**config.mk**
```make
export PLATFORM = sky130hd
export DESIGN_NAME = ilie_cell
export DESIGN_NICKNAME = d
export VERILOG_FILES = /design/src/rtl/core/ilie_pkg.sv /design/src/rtl/core/ilie_cell.sv
export SDC_FILE = /design/constraint.sdc
export NUM_CORES = 1
export LEC_CHECK = 0
export ABC_CLOCK_PERIOD_IN_PS = 4000
export BUFFER_PORTS_ARGS = -buffer_cell sky130_fd_sc_hd__buf_4
export CAP_MARGIN = 40
export CORE_MARGIN = 8
export CORE_UTILIZATION = 35
export DETAILED_ROUTE_END_ITERATION = 16
export PLACE_DENSITY = 0.83
export SLEW_MARGIN = 5
export SYNTH_ARGS = -nofsm -noshare
export SYNTH_HDL_FRONTEND = slang
export SYNTH_SLANG_ARGS = --single-unit
```
**constraint.sdc**
```tcl
create_clock -name aclk -period 4 [get_ports aclk]
set_input_delay 0.6 -clock aclk [delete_from_list [all_inputs] [get_ports aclk]]
set_output_delay 0.6 -clock aclk [all_outputs]
set_load 0.05 [all_outputs]
```
**src/rtl/core/ilie_pkg.sv**
```systemverilog
// Package for the indexed list with insert and erase.
// Holds the command codes, cell control types and the element width mask.
// No dependencies.
package ilie_pkg;

    // Default number of list cells
    localparam int DEPTH_DEFAULT = 64;

    // Width of a cell position or count; covers the largest supported depth
    localparam int POS_W = 13;

    // Element and field widths
    localparam int VALUE_W = 64;
    localparam int INDEX_W = 6;
    localparam int CMD_W   = 3;
    localparam int BYTES_W = 4;

    // Element width after reset, in bytes
    localparam logic [BYTES_W-1:0] BYTES_RESET = 4'd8;

    // Number of positions that the index field can name
    localparam int INDEX_SPAN = 64;

    // Command codes
    typedef enum logic [CMD_W-1:0] {
        CMD_PUSH   = 3'd0,
        CMD_POP    = 3'd1,
        CMD_GET    = 3'd2,
        CMD_SET    = 3'd3,
        CMD_INSERT = 3'd4,
        CMD_ERASE  = 3'd5,
        CMD_CLEAR  = 3'd6
    } cmd_t;

    // What the cells do in a cycle
    typedef enum logic [1:0] {
        CTL_HOLD   = 2'd0,
        CTL_WRITE  = 2'd1,
        CTL_INSERT = 2'd2,
        CTL_ERASE  = 2'd3
    } ctl_kind_t;

    // Control broadcast along the row of cells
    typedef struct packed {
        ctl_kind_t          kind;
        logic [POS_W-1:0]   pos;
        logic [VALUE_W-1:0] value;
    } cell_ctrl_t;

    // Mask for an element of the given width; 0 acts as 1 byte, above 8 as 8
    function automatic logic [VALUE_W-1:0] width_mask(input logic [BYTES_W-1:0] nbytes);
        logic [VALUE_W-1:0] m;
        if (nbytes >= 4'd8) begin
            m = {VALUE_W{1'b1}};
        end else if (nbytes == 4'd0) begin
            m = VALUE_W'(64'hFF);
        end else begin
            m = ~({VALUE_W{1'b1}} << {nbytes[2:0], 3'b000});
        end
        return m;
    endfunction

endpackage

```
**src/rtl/core/ilie_cell.sv**
```systemverilog
// One cell of the list: holds a single element and trades it with its neighbours.
// Depends on ilie_pkg for the control struct.
module ilie_cell #(
    parameter int POS = 0
) (
    input  logic                      aclk,
    input  ilie_pkg::cell_ctrl_t      ctrl,
    input  logic [ilie_pkg::VALUE_W-1:0] prev_value,
    input  logic [ilie_pkg::VALUE_W-1:0] next_value,
    output logic [ilie_pkg::VALUE_W-1:0] value
);
    import ilie_pkg::*;

    localparam logic [POS_W-1:0] MY_POS = POS_W'(POS);

    logic [VALUE_W-1:0] value_reg;
    logic [VALUE_W-1:0] value_next;

    // Per-cell decision: load, take from below, take from above or hold
    always_comb begin
        value_next = value_reg;
        case (ctrl.kind)
            CTL_WRITE: begin
                if (ctrl.pos == MY_POS) value_next = ctrl.value;
            end
            CTL_INSERT: begin
                if (ctrl.pos == MY_POS) begin
                    value_next = ctrl.value;
                end else if (MY_POS > ctrl.pos) begin
                    value_next = prev_value;
                end
            end
            CTL_ERASE: begin
                if (MY_POS >= ctrl.pos) value_next = next_value;
            end
            default: value_next = value_reg;
        endcase
    end

    // Payload register, no reset
    always_ff @(posedge aclk) begin
        value_reg <= value_next;
    end

    assign value = value_reg;

endmodule

```
-- Word level (Yosys, flattened, before mapping)
Cells that the tools add are included.
- order comparisons: 2
- reduce and logical (&&, ||, !) cells: 3
- equal/unequal tests: 6
- multiplexer cells: 5
- operators with widths (operator ; number):
    $mux 64 ; 4
    $pmux 64 s3 ; 1
    $ge 1x13->1 const A ; 1
    $gt 1x13->1 const A ; 1
    $logic_not 13->1 ; 1
    $eq 2x2->1 const B ; 2
    $ne 2x2->1 const B ; 2
    $reduce_and 4->1 ; 1
    $ne 3x3->1 const B ; 1
    $reduce_bool 3->1 ; 1
    $eq 2x1->1 const B ; 1
- register bits after elaboration: 64
- logic and storage cells: 17

-- Longest topological paths before layout
- depth in word-level cells: 4
- mapped depth: 6
- depth with buffers taken out: 4

-- Least setup slack after synthesis
OpenSTA, ideal clock, no wires.
- kind: input port to flip-flop
- from: input ctrl[64] (netlist name)
- to: register value_reg[0] (netlist: value[0]) (enable)
- arrival time: 3.787 ns
- slack: -0.275 ns
- data required time: 3.512 ns
- library setup time: 0.488 ns
- path buffers: 0
- stages on the path: 3
- path through: nor4_1 > nand4_1 > nor2_1
- word-level cells in the longest chain between the ends: 3
- elaborated cells between the ends (all ways): 7
- RTL lines (item ; line ; RTL):
    from (decl) ; ilie_cell.sv:7 ; input ilie_pkg::cell_ctrl_t ctrl,
    $gt 1x13->1, or another cell as far along ; ilie_cell.sv:29 ; end else if (MY_POS > ctrl.pos) begin
    $ne 3x3->1 (no line) or $ne 2x2->1 (tied branches) ; n/a ;
    $reduce_and 4->1 (no line) (*) ; n/a ;
    to (signal assigned) ; ilie_cell.sv:42 ; value_reg <= value_next;
    to (decl) ; ilie_cell.sv:16 ; logic [VALUE_W-1:0] value_reg;
Every way passes the cells marked *; elsewhere a longest branch is shown, timed or not.
A chain may end at the register's enable or synchronous reset.

-- Worst setup path in the final report
- from: input ctrl[64] (netlist name)
- to: register value_reg[54] (netlist: value[54]), data pin
- word-level cells in the longest chain between the ends: 3
- RTL lines (item ; line ; RTL):
    $logic_not 13->1 ; ilie_cell.sv:27 ; if (ctrl.pos == MY_POS) begin
    $mux 64 ; ilie_cell.sv:27 ;
    $pmux 64 s3 ; ilie_cell.sv:22 ; case (ctrl.kind)
    net value_next[54] ; ilie_cell.sv:17 ; logic [VALUE_W-1:0] value_next;
The timed path passes the listed nets, and every way through them passes these cells.

==> out/metrics.csv <==
metric;value;unit
outcome;complete, no violations;
ys_types;16;
syn_inst;293;
relSlewSlack;51.0;%
place_hpwl;9950;um
crit_buf_inv;2;
hold_ws;0.579;ns
fmax;389;MHz
path_cells;buf_4 -> nor4_1 -> and4_2 -> buf_4 -> o32ai_1 -> a21oi_1;
port_buffers;271;
crit_type;in2reg;
yosysTopAreaCell;edfxtp_1;
p_seq_share;48.3;%
yosys.area_share.simple;1.96;%
hold_viol_final;0;
drcViolationCount;0;
wl;12800;um
wl_per_cell;19.0;um
rows;35;
diodes;0;
synth_top_family_by_area;compound AO/OA/AOI/OAI gates;
critPathCaptureType;register;
cp_top_family;simple AND/OR/NAND/NOR gates;
final_max_slew_viol_count;0;
postSynthAreaPerCell;11.1;um^2
cts_repair_resize_count;0;
finalSetupViolCount;0;
p_leak;2.58;nW
yosys.area_share.adder;0;%
ioPinCount;272;
layout_common_cells;buf_4, edfxtp_1, inv_1, o32ai_1, a21oi_1;
multi_input_area;971;um^2
p_sw;334;uW
crit_top_cell;buf_4;
finalSetupTns;0;ns
cts_hold_buf;0;
grt_pass1_wl;19700;um
synthMuxAreaShare;0;%
synth_area;3250;um^2
start_util;35.6;%
synth_nets;501;
cts_buffers;9;
drt_iter0_drc;294;
fillers;733;
final_common_cell;buf_4;
h-tree-depth;3;
clkPwrFrac;33.4;%
die_h;112;um
grtUsageTotal;19.6;%
final_nets;763;
die_w;112;um
synth-warning-count;0;
grt_max_degree;65;
dr.pass1.iters;4;
rsz0062_at_grt;false;
critPathMaxFanout;33;
worstMarginPinSlew;0.735;ns
clock_sinks;64;
synthXorXnorAreaFrac;0;%
worst_ep_arrival_time;2.73;ns
min_path_cells;2;
switching_share;21.7;%
overflow;0;
coreArea;9150;um^2
hp-class;in2reg;
required;4.16;ns
synth_compound_area_share;27.2;%
cp_slowest_cell;and4_2;
die_area;12600;um^2
clk_pin_slew;0.07;ns
synth-seq-area-share;59.1;%
ctsLongestPathBuffers;2;
vias;3523;
drive_gt1_share;52.7;%
combPwrFrac;18.3;%
cap_violations;0;
cts-root-buf;clkbuf_8;
cp.depth;6;
period_share;64.3;%
viasPerCell;5.25;
ant_nets;0;
intPower;1.21;mW
cp-start-kind;input port;
min_period;2.57;ns
cp_slowest_stage_delay;0.77;ns
largest_register_ffs;64;
seq_area;1920;um^2
irDropWorstVdd;185;uV
grt_antenna_before_repair;0;
grt_pass1_vias;3797;
cts_tree;yes;
globalplace.congestion;0.835;
area_delta_synth_final;71.9;%
ys_ff_latch;64;
netlist_top_cells_area;edfxtp_1, o32ai_1, a21oi_1, inv_1, buf_4;
yosysTopAreaCellShare;59.1;%
postCtsSetupRepairBufs;0;
fin_total_pwr;1.54;mW
power_density;276;nW/um^2
-- synthesized netlist by cell type, drive strengths merged --
| library cell | instances |
|---|---|
| a21oi | 63 |
| inv | 63 |
| o21ai | 1 |
| o32ai | 63 |
| nor4 | 2 |
| clkbuf | 13 |
| nand4 | 1 |
| and3 | 1 |
| buf | 13 |
| nand2b | 1 |
| nand2 | 1 |
| nor2 | 4 |
| edfxtp | 64 |
| a221o | 1 |
| and4 | 1 |
| nor3 | 1 |
-- layer usage --
layer / vias to the layer above / routed length [um] / track usage (%)
met3: 23 / 1430 / 8.48
met1: 1613 / 4650 / 20.1
li1: 1652 / - / -
met2: 235 / 6390 / 34.5
met4: 0 / 286 / 7.73
met5: - / 0 / 0
-- cells by family after synthesis --
group | count (synthesis)
compound gates | 128
simple gates | 12
flops | 64
buf+inv | 89
-- metrics by stage --
step / utilization (%) / instance area, um^2 / setup slack [ns] / std cells
after floorplan: - / 3260 / 0.784 / 293
final: 61.1 / 5590 / 1.43 / 671
after detailed placement: 59.1 / 5410 / 1.12 / 655
after global routing: 61.1 / 5590 / 1.27 / 671
after CTS: 61.1 / 5590 / 1.48 / 671
after global placement: 58.3 / 5340 / 1.30 / 652
-- final timing paths --
kind  startpoint        end  slack (ns)
max     ctrl[64]  value[54]        1.43
min     ctrl[49]  value[49]        0.58
-- layout make-up --
class / count / area share (%)
clock buffer: 12 / 2.42
clock inverter: 4 / 0.805
inverter: 63 / 4.23
multi-input combinational: 140 / 17.4
sequential: 64 / 34.4
tap: 111 / 2.48
timing repair buffer: 277 / 38.3
-- power by group through the flow --
stage | clock network (mW) | logic (mW) | registers (mW)
final | 0.515 | 0.283 | 0.745
after global placement | 0 | 0.265 | 0.760
after detailed placement | 0 | 0.282 | 0.760
after global routing | 0.562 | 0.306 | 0.745
after CTS | 0.532 | 0.282 | 0.745
after floorplan | 0 | 0.0973 | 0.760
No activity file was read; power rests on OpenSTA's default activity.
